File: src/sdf_pkg.sv
// Package with shared types and constants of the signed decimal formatter.
`timescale 1ns / 1ps
`default_nettype none

package sdf_pkg;

  localparam int unsigned OperandBits  = 64;
  localparam int unsigned CfgBits      = 7;
  localparam int unsigned CfgIdxBits   = 3;
  localparam int unsigned DigitCount   = 20;
  localparam int unsigned DigitBits    = 4 * DigitCount;
  localparam int unsigned LenBits      = 7;
  localparam int unsigned NdBits       = 5;
  localparam int unsigned MaxChars     = 64;
  localparam int unsigned QueueDepth   = 2;
  localparam int unsigned QueuePtrBits = $clog2(QueueDepth);
  localparam int unsigned ConvCntBits  = $clog2(OperandBits);

  localparam logic [CfgIdxBits-1:0] CfgOperandSize = 3'd0;
  localparam logic [CfgIdxBits-1:0] CfgFieldWidth  = 3'd1;
  localparam logic [CfgIdxBits-1:0] CfgMinDigits   = 3'd2;
  localparam logic [CfgIdxBits-1:0] CfgZeroPad     = 3'd3;
  localparam logic [CfgIdxBits-1:0] CfgPadRight    = 3'd4;
  localparam logic [CfgIdxBits-1:0] CfgSignMode    = 3'd5;

  localparam logic [1:0] Size8  = 2'd0;
  localparam logic [1:0] Size16 = 2'd1;
  localparam logic [1:0] Size32 = 2'd2;
  localparam logic [1:0] Size64 = 2'd3;

  localparam logic [1:0] SignNone  = 2'd0;
  localparam logic [1:0] SignPlus  = 2'd1;
  localparam logic [1:0] SignSpace = 2'd2;

  localparam logic [7:0] CharZero  = 8'h30;
  localparam logic [7:0] CharMinus = 8'h2D;
  localparam logic [7:0] CharPlus  = 8'h2B;
  localparam logic [7:0] CharSpace = 8'h20;

  typedef struct packed {
    logic [1:0]         operand_size;
    logic [CfgBits-1:0] field_width;
    logic [CfgBits-1:0] min_digits;
    logic               zero_pad;
    logic               pad_right;
    logic [1:0]         sign_mode;
  } cfg_t;

  typedef struct packed {
    logic                   neg;
    logic [OperandBits-1:0] mag;
  } entry_t;

  typedef enum logic [2:0] {
    StIdle,
    StConv,
    StCount,
    StLen,
    StPad,
    StBound,
    StEmit
  } back_state_e;

endpackage

`default_nettype wire

File: src/signed_decimal_formatter_top.sv
// Top level of the signed decimal formatter: configuration registers and stages.
//
// Channel   Direction  Beat contents
// s_axis    in         tdata[63:0] raw_value
// m_axis    out        tdata[7:0] out_char, tlast last_char
// cfg       in         cfg_we_i, cfg_idx_i, cfg_data_i[6:0]
//
// In the back, an operand passes bit-serial binary to BCD conversion, then the digit
// count, length, padding and bound states before its first character. Characters
// leave one a cycle when the receiver is ready, up to 64, paced by the output register.
// The front and a two-entry queue take operands until full while the back is busy.
// Reset clears all control state; configuration comes back to its documented defaults.
`timescale 1ns / 1ps
`default_nettype none

module signed_decimal_formatter_top (
  input  wire logic        clk_i,
  input  wire logic        rst_ni,
  input  wire logic        s_axis_tvalid,
  output logic             s_axis_tready,
  input  wire logic [63:0] s_axis_tdata,   // raw_value[63:0]
  output logic             m_axis_tvalid,
  input  wire logic        m_axis_tready,
  output logic [7:0]       m_axis_tdata,   // out_char[7:0]
  output logic             m_axis_tlast,
  input  wire logic        cfg_we_i,
  input  wire logic [2:0]  cfg_idx_i,
  input  wire logic [6:0]  cfg_data_i
);
  import sdf_pkg::*;

  cfg_t   cfg_q;
  logic   fq_valid;
  logic   fq_ready;
  entry_t fq_entry;
  logic   qb_valid;
  logic   qb_ready;
  entry_t qb_entry;

  always_ff @(posedge clk_i or negedge rst_ni) begin
    if (!rst_ni) begin
      cfg_q.operand_size <= Size32;
      cfg_q.field_width  <= '0;
      cfg_q.min_digits   <= '1;
      cfg_q.zero_pad     <= 1'b0;
      cfg_q.pad_right    <= 1'b0;
      cfg_q.sign_mode    <= SignNone;
    end else if (cfg_we_i) begin
      unique case (cfg_idx_i)
        CfgOperandSize: cfg_q.operand_size <= cfg_data_i[1:0];
        CfgFieldWidth:  cfg_q.field_width  <= cfg_data_i;
        CfgMinDigits:   cfg_q.min_digits   <= cfg_data_i;
        CfgZeroPad:     cfg_q.zero_pad     <= cfg_data_i[0];
        CfgPadRight:    cfg_q.pad_right    <= cfg_data_i[0];
        CfgSignMode:    cfg_q.sign_mode    <= cfg_data_i[1:0];
        default: ;
      endcase
    end
  end

  sdf_front u_front (
    .clk_i          (clk_i),
    .rst_ni         (rst_ni),
    .operand_size_i (cfg_q.operand_size),
    .in_valid_i     (s_axis_tvalid),
    .in_ready_o     (s_axis_tready),
    .in_data_i      (s_axis_tdata),
    .out_valid_o    (fq_valid),
    .out_ready_i    (fq_ready),
    .out_entry_o    (fq_entry)
  );

  sdf_queue u_queue (
    .clk_i        (clk_i),
    .rst_ni       (rst_ni),
    .push_valid_i (fq_valid),
    .push_ready_o (fq_ready),
    .push_entry_i (fq_entry),
    .pop_valid_o  (qb_valid),
    .pop_ready_i  (qb_ready),
    .pop_entry_o  (qb_entry)
  );

  sdf_back u_back (
    .clk_i       (clk_i),
    .rst_ni      (rst_ni),
    .cfg_i       (cfg_q),
    .in_valid_i  (qb_valid),
    .in_ready_o  (qb_ready),
    .in_entry_i  (qb_entry),
    .out_valid_o (m_axis_tvalid),
    .out_ready_i (m_axis_tready),
    .out_char_o  (m_axis_tdata),
    .out_last_o  (m_axis_tlast)
  );

endmodule

`default_nettype wire

File: src/sdf_front.sv
// Front stage: sign-extends the operand and registers its sign and magnitude.
`timescale 1ns / 1ps
`default_nettype none

module sdf_front (
  input  wire logic                           clk_i,
  input  wire logic                           rst_ni,
  input  wire logic [1:0]                     operand_size_i,
  input  wire logic                           in_valid_i,
  output logic                                in_ready_o,
  input  wire logic [sdf_pkg::OperandBits-1:0] in_data_i,
  output logic                                out_valid_o,
  input  wire logic                           out_ready_i,
  output sdf_pkg::entry_t                     out_entry_o
);
  import sdf_pkg::*;

  logic                   valid_q;
  entry_t                 entry_q;
  entry_t                 entry_d;
  logic [OperandBits-1:0] ext;

  always_comb begin
    unique case (operand_size_i)
      Size8:   ext = {{(OperandBits-8){in_data_i[7]}}, in_data_i[7:0]};
      Size16:  ext = {{(OperandBits-16){in_data_i[15]}}, in_data_i[15:0]};
      Size32:  ext = {{(OperandBits-32){in_data_i[31]}}, in_data_i[31:0]};
      default: ext = in_data_i;
    endcase
    entry_d.neg = ext[OperandBits-1];
    entry_d.mag = ext[OperandBits-1] ? (~ext + {{(OperandBits-1){1'b0}}, 1'b1}) : ext;
  end

  assign in_ready_o  = !valid_q || out_ready_i;
  assign out_valid_o = valid_q;
  assign out_entry_o = entry_q;

  always_ff @(posedge clk_i or negedge rst_ni) begin
    if (!rst_ni) begin
      valid_q <= 1'b0;
    end else if (in_ready_o) begin
      valid_q <= in_valid_i;
    end
  end

  always_ff @(posedge clk_i) begin
    if (in_ready_o && in_valid_i) begin
      entry_q <= entry_d;
    end
  end

endmodule

`default_nettype wire

File: src/sdf_queue.sv
// Short queue of classified operands between the front and the back.
`timescale 1ns / 1ps
`default_nettype none

module sdf_queue (
  input  wire logic            clk_i,
  input  wire logic            rst_ni,
  input  wire logic            push_valid_i,
  output logic                 push_ready_o,
  input  wire sdf_pkg::entry_t push_entry_i,
  output logic                 pop_valid_o,
  input  wire logic            pop_ready_i,
  output sdf_pkg::entry_t      pop_entry_o
);
  import sdf_pkg::*;

  entry_t                  mem_q [QueueDepth];
  logic [QueuePtrBits-1:0] wr_ptr_q;
  logic [QueuePtrBits-1:0] rd_ptr_q;
  logic [QueuePtrBits:0]   count_q;
  logic                    push;
  logic                    pop;

  assign push_ready_o = count_q != (QueuePtrBits+1)'(QueueDepth);
  assign pop_valid_o  = count_q != '0;
  assign pop_entry_o  = mem_q[rd_ptr_q];
  assign push         = push_valid_i && push_ready_o;
  assign pop          = pop_valid_o && pop_ready_i;

  always_ff @(posedge clk_i or negedge rst_ni) begin
    if (!rst_ni) begin
      wr_ptr_q <= '0;
      rd_ptr_q <= '0;
      count_q  <= '0;
    end else begin
      if (push) begin
        wr_ptr_q <= wr_ptr_q + 1'b1;
      end
      if (pop) begin
        rd_ptr_q <= rd_ptr_q + 1'b1;
      end
      if (push && !pop) begin
        count_q <= count_q + 1'b1;
      end else if (pop && !push) begin
        count_q <= count_q - 1'b1;
      end
    end
  end

  always_ff @(posedge clk_i) begin
    if (push) begin
      mem_q[wr_ptr_q] <= push_entry_i;
    end
  end

endmodule

`default_nettype wire

File: src/sdf_back.sv
// Back stage: binary to BCD conversion, field layout and character output.
`timescale 1ns / 1ps
`default_nettype none

module sdf_back (
  input  wire logic            clk_i,
  input  wire logic            rst_ni,
  input  wire sdf_pkg::cfg_t   cfg_i,
  input  wire logic            in_valid_i,
  output logic                 in_ready_o,
  input  wire sdf_pkg::entry_t in_entry_i,
  output logic                 out_valid_o,
  input  wire logic            out_ready_i,
  output logic [7:0]           out_char_o,
  output logic                 out_last_o
);
  import sdf_pkg::*;

  back_state_e                state_q, state_d;
  logic [ConvCntBits-1:0]     cnt_q, cnt_d;
  logic [OperandBits-1:0]     bin_q, bin_d;
  logic [DigitCount-1:0][3:0] bcd_q, bcd_d;
  logic [DigitCount-1:0][3:0] adj;
  logic [DigitBits-1:0]       adj_flat;
  logic                       neg_q, neg_d;
  logic [NdBits-1:0]          nd_q, nd_d;
  logic [LenBits-1:0]         nzero_q, nzero_d;
  logic [LenBits-1:0]         pad_q, pad_d;
  logic [LenBits-1:0]         b1_q, b1_d, b2_q, b2_d, b3_q, b3_d, b4_q, b4_d;
  logic [LenBits-1:0]         len_q, len_d;
  logic [LenBits-1:0]         pos_q, pos_d;
  logic                       ovalid_q, ovalid_d;
  logic [7:0]                 ochar_q, ochar_d;
  logic                       olast_q, olast_d;

  logic                       has_sign;
  logic [7:0]                 sign_char;
  logic                       prec_given;
  logic [LenBits-1:0]         prec_eff;
  logic [LenBits-1:0]         nd_ext;
  logic [LenBits-1:0]         body;
  logic [LenBits-1:0]         width_sat;
  logic [LenBits-1:0]         lead, zeros, trail;
  logic [LenBits-1:0]         sign_len;
  logic [LenBits-1:0]         dig_idx;
  logic                       out_free;

  always_comb begin
    for (int i = 0; i < DigitCount; i++) begin
      adj[i] = (bcd_q[i] >= 4'd5) ? bcd_q[i] + 4'd3 : bcd_q[i];
    end
    adj_flat = adj;
  end

  assign has_sign   = neg_q || cfg_i.sign_mode == SignPlus || cfg_i.sign_mode == SignSpace;
  assign sign_char  = neg_q ? CharMinus : ((cfg_i.sign_mode == SignPlus) ? CharPlus : CharSpace);
  assign sign_len   = {{(LenBits-1){1'b0}}, has_sign};
  assign prec_given = !cfg_i.min_digits[CfgBits-1];
  assign prec_eff   = prec_given ? {1'b0, cfg_i.min_digits[CfgBits-2:0]} : LenBits'(1);
  assign nd_ext     = LenBits'(nd_q);
  assign body       = sign_len + nzero_q + nd_ext;
  assign width_sat  = (cfg_i.field_width > LenBits'(MaxChars)) ? LenBits'(MaxChars)
                                                             : cfg_i.field_width;
  assign dig_idx    = b4_q - pos_q - LenBits'(1);
  assign out_free   = !ovalid_q || out_ready_i;

  always_comb begin
    if (cfg_i.pad_right) begin
      lead  = '0;
      zeros = nzero_q;
      trail = pad_q;
    end else if (cfg_i.zero_pad && !prec_given) begin
      lead  = '0;
      zeros = pad_q + nzero_q;
      trail = '0;
    end else begin
      lead  = pad_q;
      zeros = nzero_q;
      trail = '0;
    end
  end

  always_comb begin
    state_d    = state_q;
    cnt_d      = cnt_q;
    bin_d      = bin_q;
    bcd_d      = bcd_q;
    neg_d      = neg_q;
    nd_d       = nd_q;
    nzero_d    = nzero_q;
    pad_d      = pad_q;
    b1_d       = b1_q;
    b2_d       = b2_q;
    b3_d       = b3_q;
    b4_d       = b4_q;
    len_d      = len_q;
    pos_d      = pos_q;
    ovalid_d   = ovalid_q && !out_ready_i;
    ochar_d    = ochar_q;
    olast_d    = olast_q;
    in_ready_o = 1'b0;

    unique case (state_q)
      StIdle: begin
        in_ready_o = 1'b1;
        if (in_valid_i) begin
          bin_d   = in_entry_i.mag;
          neg_d   = in_entry_i.neg;
          bcd_d   = '0;
          cnt_d   = '0;
          state_d = StConv;
        end
      end
      StConv: begin
        bcd_d = {adj_flat[DigitBits-2:0], bin_q[OperandBits-1]};
        bin_d = {bin_q[OperandBits-2:0], 1'b0};
        cnt_d = cnt_q + 1'b1;
        if (cnt_q == {ConvCntBits{1'b1}}) begin
          state_d = StCount;
        end
      end
      StCount: begin
        nd_d = '0;
        for (int i = 0; i < DigitCount; i++) begin
          if (bcd_q[i] != 4'd0) begin
            nd_d = NdBits'(i + 1);
          end
        end
        state_d = StLen;
      end
      StLen: begin
        nzero_d = (prec_eff > nd_ext) ? prec_eff - nd_ext : '0;
        state_d = StPad;
      end
      StPad: begin
        pad_d   = (width_sat > body) ? width_sat - body : '0;
        state_d = StBound;
      end
      StBound: begin
        b1_d  = lead;
        b2_d  = lead + sign_len;
        b3_d  = lead + sign_len + zeros;
        b4_d  = lead + sign_len + zeros + nd_ext;
        len_d = lead + sign_len + zeros + nd_ext + trail;
        pos_d = '0;
        if ((lead + sign_len + zeros + nd_ext + trail) == '0) begin
          state_d = StIdle;
        end else begin
          state_d = StEmit;
        end
      end
      StEmit: begin
        if (out_free) begin
          ovalid_d = 1'b1;
          olast_d  = pos_q == len_q - LenBits'(1);
          priority if (pos_q < b1_q) begin
            ochar_d = CharSpace;
          end else if (pos_q < b2_q) begin
            ochar_d = sign_char;
          end else if (pos_q < b3_q) begin
            ochar_d = CharZero;
          end else if (pos_q < b4_q) begin
            ochar_d = CharZero | {4'd0, bcd_q[dig_idx[NdBits-1:0]]};
          end else begin
            ochar_d = CharSpace;
          end
          pos_d = pos_q + LenBits'(1);
          if (pos_q == len_q - LenBits'(1)) begin
            state_d = StIdle;
          end
        end
      end
      default: state_d = StIdle;
    endcase
  end

  assign out_valid_o = ovalid_q;
  assign out_char_o  = ochar_q;
  assign out_last_o  = olast_q;

  always_ff @(posedge clk_i or negedge rst_ni) begin
    if (!rst_ni) begin
      state_q  <= StIdle;
      ovalid_q <= 1'b0;
      cnt_q    <= '0;
      pos_q    <= '0;
    end else begin
      state_q  <= state_d;
      ovalid_q <= ovalid_d;
      cnt_q    <= cnt_d;
      pos_q    <= pos_d;
    end
  end

  always_ff @(posedge clk_i) begin
    bin_q   <= bin_d;
    bcd_q   <= bcd_d;
    neg_q   <= neg_d;
    nd_q    <= nd_d;
    nzero_q <= nzero_d;
    pad_q   <= pad_d;
    b1_q    <= b1_d;
    b2_q    <= b2_d;
    b3_q    <= b3_d;
    b4_q    <= b4_d;
    len_q   <= len_d;
    ochar_q <= ochar_d;
    olast_q <= olast_d;
  end

endmodule

`default_nettype wire

File: config.mk
export PLATFORM = sky130hd
export DESIGN_NAME = signed_decimal_formatter_top
export DESIGN_NICKNAME = d
export VERILOG_FILES = /design/src/sdf_pkg.sv /design/src/signed_decimal_formatter_top.sv /design/src/sdf_front.sv /design/src/sdf_queue.sv /design/src/sdf_back.sv
export SDC_FILE = /design/constraint.sdc
export NUM_CORES = 1
export LEC_CHECK = 0
export BUFFER_PORTS_ARGS = -buffer_cell sky130_fd_sc_hd__buf_4
export CAP_MARGIN = 0
export CELL_PAD_IN_SITES_DETAIL_PLACEMENT = 0
export CELL_PAD_IN_SITES_GLOBAL_PLACEMENT = 1
export CORE_AREA = 2 2 290 292
export DETAILED_ROUTE_END_ITERATION = 10
export DIE_AREA = 0 0 292 294
export GPL_ROUTABILITY_DRIVEN = 0
export PLACE_DENSITY_LB_ADDON = 0.1
export SYNTH_ARGS = -nofsm -noshare
export SYNTH_HDL_FRONTEND = slang
export SYNTH_HIERARCHICAL = 1
export SYNTH_SLANG_ARGS = --single-unit
File: constraint.sdc
create_clock -name clk_i -period 11.72 [get_ports clk_i]
set_clock_uncertainty 0.1 [all_clocks]
set_input_delay 0.586 -clock clk_i [delete_from_list [all_inputs] [get_ports clk_i]]
set_output_delay 0.586 -clock clk_i [all_outputs]
set_load 0.05 [all_outputs]
Yosys cells after proc, flatten, opt, wreduce, memory -nomap -nowiden --
Memory sizes are Yosys's and may differ from the RTL's. Cells that the tools add are included.
Word-level totals: logic and storage cells 273, memories kept 1, bits of input ports 79, RAM bits 130, bits in registers 315
Operators by class: muxes and demuxes 76, bitwise gates (word level) 1, eq/ne operators 22, magnitude comparators 28, reduce and logical (&&, ||, !) cells 56, add/sub/neg operators 39
Memories:
- u_queue.mem_q | depth 2, width 65, rd ports 1, clocked after memory_dff 0, wr ports 1, line sdf_queue.sv:17 | entry_t mem_q [QueueDepth];
Operator list (count):
- $pmux 64 s3 | 1
- $pmux 80 s2 | 1
- $pmux 64 s2 | 1
- $mux 4 | 29
- $ge 4x3->1 const B | 20
- $mux 80 | 1
- $reduce_bool 4->1 | 20
- $add 4x2->4 const B | 19
- $add 64x1->64 const B | 1
- $mux 64 | 1
- $not 64->64 | 1
- $mux 63 | 1
- $mux 7 | 7
- $mux 3 | 14
- $lt 7x7->1 | 4
- $mux 8 | 3
- $add 7x7->7 | 3
- $pmux 3 s7 | 1
- $bmux 4 s5 | 1
- $reduce_and 2->1 | 10
- $eq 3x3->1 const B | 5
- $add 7x5->7 | 2
- $pmux 7 s2 | 1
- $eq 3x2->1 const B | 4
- 38 further kinds | 71

Longest topological paths before layout --
depth after elaboration 20, depth in mapped cells 21

Hierarchy --
Netlist, hierarchy kept.
By module, submodules not included:
- sdf_back | area an instance 14013.4 sq um, seq. area each 6581.3 sq um, cells an instance 1415, times used 1
- sdf_queue | area an instance 5046.1 sq um, seq. area each 4003.8 sq um, cells an instance 220, times used 1
- sdf_front | area an instance 4702.0 sq um, seq. area each 1976.9 sq um, cells an instance 493, times used 1
- signed_decimal_formatter_top | area an instance 888.4 sq um, seq. area each 510.5 sq um, cells an instance 48, times used 1

Worst setup path before layout --
Ideal clock, no wire load.
kind reg-to-reg, start point register u_back.state_q[0], end point register u_back.cnt_q[2], stages on the path, launching flop included 8, data arrival time 4.532 ns, setup slack 6.963 ns, setup time 0.125 ns, buffers on the path 1, period minus slack after synthesis 4.757 ns, cells stage by stage dfrtp_1 inv_2 or3_1 clkbuf_1 nand2_1 o21ai_1 nand2_1 o21ai_1
Between the ends: word-level cells in the longest chain between the ends 3, elaborated cells between the ends (all ways) 6, those cells by class 2 x eq/ne; 1 x mux; 3 x reduce/logical
RTL lines:
- start, declared | line sdf_back.sv:19 | back_state_e state_q, state_d;
- start signal, assigned | line sdf_back.sv:183 | state_q <= StIdle;
- start signal, assigned | line sdf_back.sv:188 | state_q <= state_d;
- $eq 3x1->1 / $logic_not 3->1 (equally long branches) | line sdf_back.sv:103 | unique case (state_q)
- $reduce_bool 2->1 (no line) / $ne 2x2->1 (equally long branches)
- $reduce_and 2->1 (no line)
- end signal, assigned | line sdf_back.sv:190 | cnt_q <= cnt_d;
- end, declared | line sdf_back.sv:20 | logic [ConvCntBits-1:0] cnt_q, cnt_d;
Several ways; a longest one is shown, not always the timed one. A chain may end at the register's enable or synchronous reset.

Final worst setup path --
start point register cfg_q[10] (netlist bit), end point register u_back.state_q[2]
Between the ends: word-level cells in the longest chain between the ends 10, elaborated cells between the ends (all ways) 12, those cells by class 4 x add/sub; 6 x mux; 2 x reduce/logical
RTL lines:
- start, declared | line signed_decimal_formatter_top.sv:32 | cfg_t cfg_q;
- $logic_and 1x1->1 (*) | line sdf_back.sv:72 | end else if (cfg_i.zero_pad && !prec_given) begin
- $mux 7 | line sdf_back.sv:72
- $mux 7 | line sdf_back.sv:68 | if (cfg_i.pad_right) begin
- $add 7x1->7 | line sdf_back.sv:146 | if ((lead + sign_len + zeros + nd_ext + trail) == '0) begin
- $add 7x7->7 (*) | line sdf_back.sv:146
- $add 7x5->7 (*) | line sdf_back.sv:146
- $add 7x7->7 (*) | line sdf_back.sv:146
- $logic_not 7->1 (*) | line sdf_back.sv:146
- $mux 3 (*) | line sdf_back.sv:146
- $pmux 3 s7 (*) | line sdf_back.sv:103
Mark *: on every way between the ends. The rest lies on a longest branch, timed or not.

==> reports/qor.yml <==
dpl.hpwl_um: 42990
total_power_mw: 4.641
grt_pass1_vias: 16460
path_class: "flip-flop to flip-flop"
synth_edf_count: 400
io_pins: 90
insertedDiodeCount: 0
slew_headroom_pct: 17.05
clock.fmax_mhz: 193.6
die_w_um: 292
dp_cells: 3287
p_seq_share_pct: 46.4
setup-violations-final: 0
finalCritPeriodShare_pct: 44.07
drt-initial-drc-count: 846
internal_power_mw: 3.325
run_status: "finished, final reports clean"
clkPwrFrac_pct: 33.2
synth_top_area_share_pct: 48.73
cts_tree: "yes"
final_util_pct: 33.89
min_period_ps: 5165
worst_pin_slew_ps: 1227
cp_data_required_time_ps: 12090
die_y_um: 294
finalHoldViolCount: 0
peakVddDrop_uv: 122.6
ys_ff_latch: 442
cp-end-kind: "flip-flop"
syn_inst: 2176
p_sw_share_pct: 28.36
dr_total_vias: 16230
synth_flop_cell: "edfxtp_1"
synth.top_cells.by_area: "edfxtp_1 49%, ha_1 5.8%, nand2_1 4.9%"
drcViolationCount: 0
synth.distinct_cells: 95
drive_gt1_share_pct: 15.24
synthesis.area_um2: 24650
root_buffer: "clkbuf_16"
htree_levels: 2
hold_class: "input port to flip-flop"
power_density_nw_per_um2: 165.2
drv_slew: 0
wl_met3_um: 1873
power_leakage_nw: 11.21
wl_met1_um: 29630
area_growth_pct: 13.96
grt_pass1_wl_um: 97010
initial_core_util_pct: 29.74
hold_depth: 2
cts_sinks: 442
antenna_left: 0
finalNonFillerCells: 3383
grt_max_degree: 71
crit_arrival_ps: 5540
vias_per_cell: 4.798
wl_per_cell_um: 18.30
numCtsBuffers: 52
synth-seq-area-share_pct: 53.03
wirelength_um: 61930
antenna_found_initial: 0
clk_pin_slew_ps: 60
combPwrFrac_pct: 20.4
track_usage_pct: 14.39
most-common-layout-cells: "400 x edfxtp_1, 323 x nand2_1, 182 x nor2_1, 136 x a21oi_1, 115 x ha_1"
post-place-ws_ps: 6578
yosysWarnings: 6
first_pass_iters: 5
path_max_fanout: 13
fin_ws_ps: 6555
dieArea_um2: 85850
final_net_count: 2465
p_switching_mw: 1.316
core_um2: 82890
cap_violations: 0
grt_overflow: 0
highest_layer: "met4"
fin_tns_setup_ps: 0
start_kind: "flip-flop"
io_buffers: 86
rsz0062_at_grt: "no"
ff2ff_path_depth: 17
clk_latency_ps: 610
rows: 106
cts_max_path_buffers: 3
yosysTopAreaCell: "edfxtp_1"
syn_avg_cell_area_um2: 11.33
wl_met2_um: 29010
mostFrequentLayoutCell: "edfxtp_1"
synth-async-reset-ratio_pct: 9.502
-- area by class of cell --
cell class	instances	area (um2)
multi-input combinational	1543	10810
timing repair buffer	107	805.8
sequential	442	13080
clock buffer	65	1380
tap	1080	1351
clock inverter	30	230.2
fill	8229	54800
inverter	116	435.4
-- Yosys cell counts (13+ instances only) --
master,count
a21o_1,21
a21oi_1,137
a31oi_1,18
and2_1,21
and3_1,14
buf_2,13
clkbuf_1,46
dfrtp_1,34
edfxtp_1,400
ha_1,115
inv_1,113
mux2_2,41
mux2_4,55
mux2i_1,16
mux4_2,23
nand2_1,324
nand2b_1,42
nand3_1,24
nor2_1,183
nor2b_1,21
nor3_1,47
o21ai_0,71
o21ai_1,21
o41ai_1,14
xnor2_1,75
xor2_1,53
-- path summary, 6_finish.rpt --
path / startpoint / endpoint / slack [ps]
worst max register to register: cfg_q[10] / u_back/state_q[2] / 6560
min in group asynchronous: rst_ni / u_back/pos_q[6] / 430
worst min-delay path: s_axis_tvalid / u_front/out_valid_o / 70
max in group asynchronous: rst_ni / u_queue/rd_ptr_q / 10580
worst max-delay path: cfg_q[10] / u_back/state_q[2] / 6560
worst min register to register: u_front/out_entry_o[9] / u_queue/mem_q[0][9] / 340
-- state kept, by name, summed over array words and instances, names as in the netlist, 2 cells and up --
signal,cells
u_back/cnt_q,6
u_queue/mem_q,130
u_back/out_char_o,5
u_back/b1_q,7
u_front/out_entry_o,65
u_back/b4_q,7
u_back/state_q,3
u_back/bcd_q,80
u_queue/count_q,2
u_back/bin_q,64
u_back/len_q,7
u_back/nzero_q,7
u_back/nd_q,5
u_back/pad_q,7
u_back/b3_q,7
u_back/b2_q,7
u_back/pos_q,7
cfg_q,20
-- power by group through the flow --
stage                     logic [mW]  clock network [mW]  registers (mW)
after floorplan                0.684                   0            2.17
after global placement         0.960                   0            2.17
after detailed placement       0.961                   0            2.19
after CTS                      0.965                1.62            2.15
after global routing            1.06                1.67            2.18
final                          0.949                1.54            2.15
-- critical path, cell delays in order (launching register included) --
cell and delay (ps):
dfstp_2 630, nand2_1 140, or2_1 390, mux2_2 340, ha_1 240, fa_1 550, inv_1 80, fa_1 460
nor2b_1 130, o21ai_0 100, a21boi_0 250, nor2_1 110, ha_1 340, xnor2_1 160, or4_1 390, nor3_1 280
nor3b_1 230, a21oi_1 100
-- cell families (layout without fill, tap and decap cells) --
kind of cell,count (synthesis),in the layout,share of synthesized area [%]
adder cells (fa/ha/maj),124,124,6.568
other,2,3,0.03047
AO/OA/AOI/OAI,376,376,9.426
AND/OR/NAND/NOR,771,771,14.81
multiplexers,138,138,8.111
flip-flops,442,442,53.03
buffers and inverters,192,318,3.249
XOR/XNOR,131,131,4.776
-- per-layer routing --
metal  vias to the layer above  GRT usage (%)
li1                       8019              -
met3                        80          2.077
met5                         -              0
met4                         0          3.998
met2                       243          23.92
met1                      7891          19.54
-- per-stage QoR --
| step | instance area [um2] | hold slack (ps) |
|---|---|---|
| final | 28090 | 74.37 |
| after global routing | 28090 | 44.44 |
| after CTS | 28090 | 25.33 |
| after global placement | 26470 | 324.0 |
| after floorplan | 24650 | 190.4 |
| after detailed placement | 26470 | 329.0 |
-- repair_timing --
item	4_1_cts	5_1_grt
hold endpoints to repair	34	0
hold buffers	1	0
setup buffers	0	0
gates resized for setup	0	0
No activity file was read; power rests on OpenSTA's default activity.
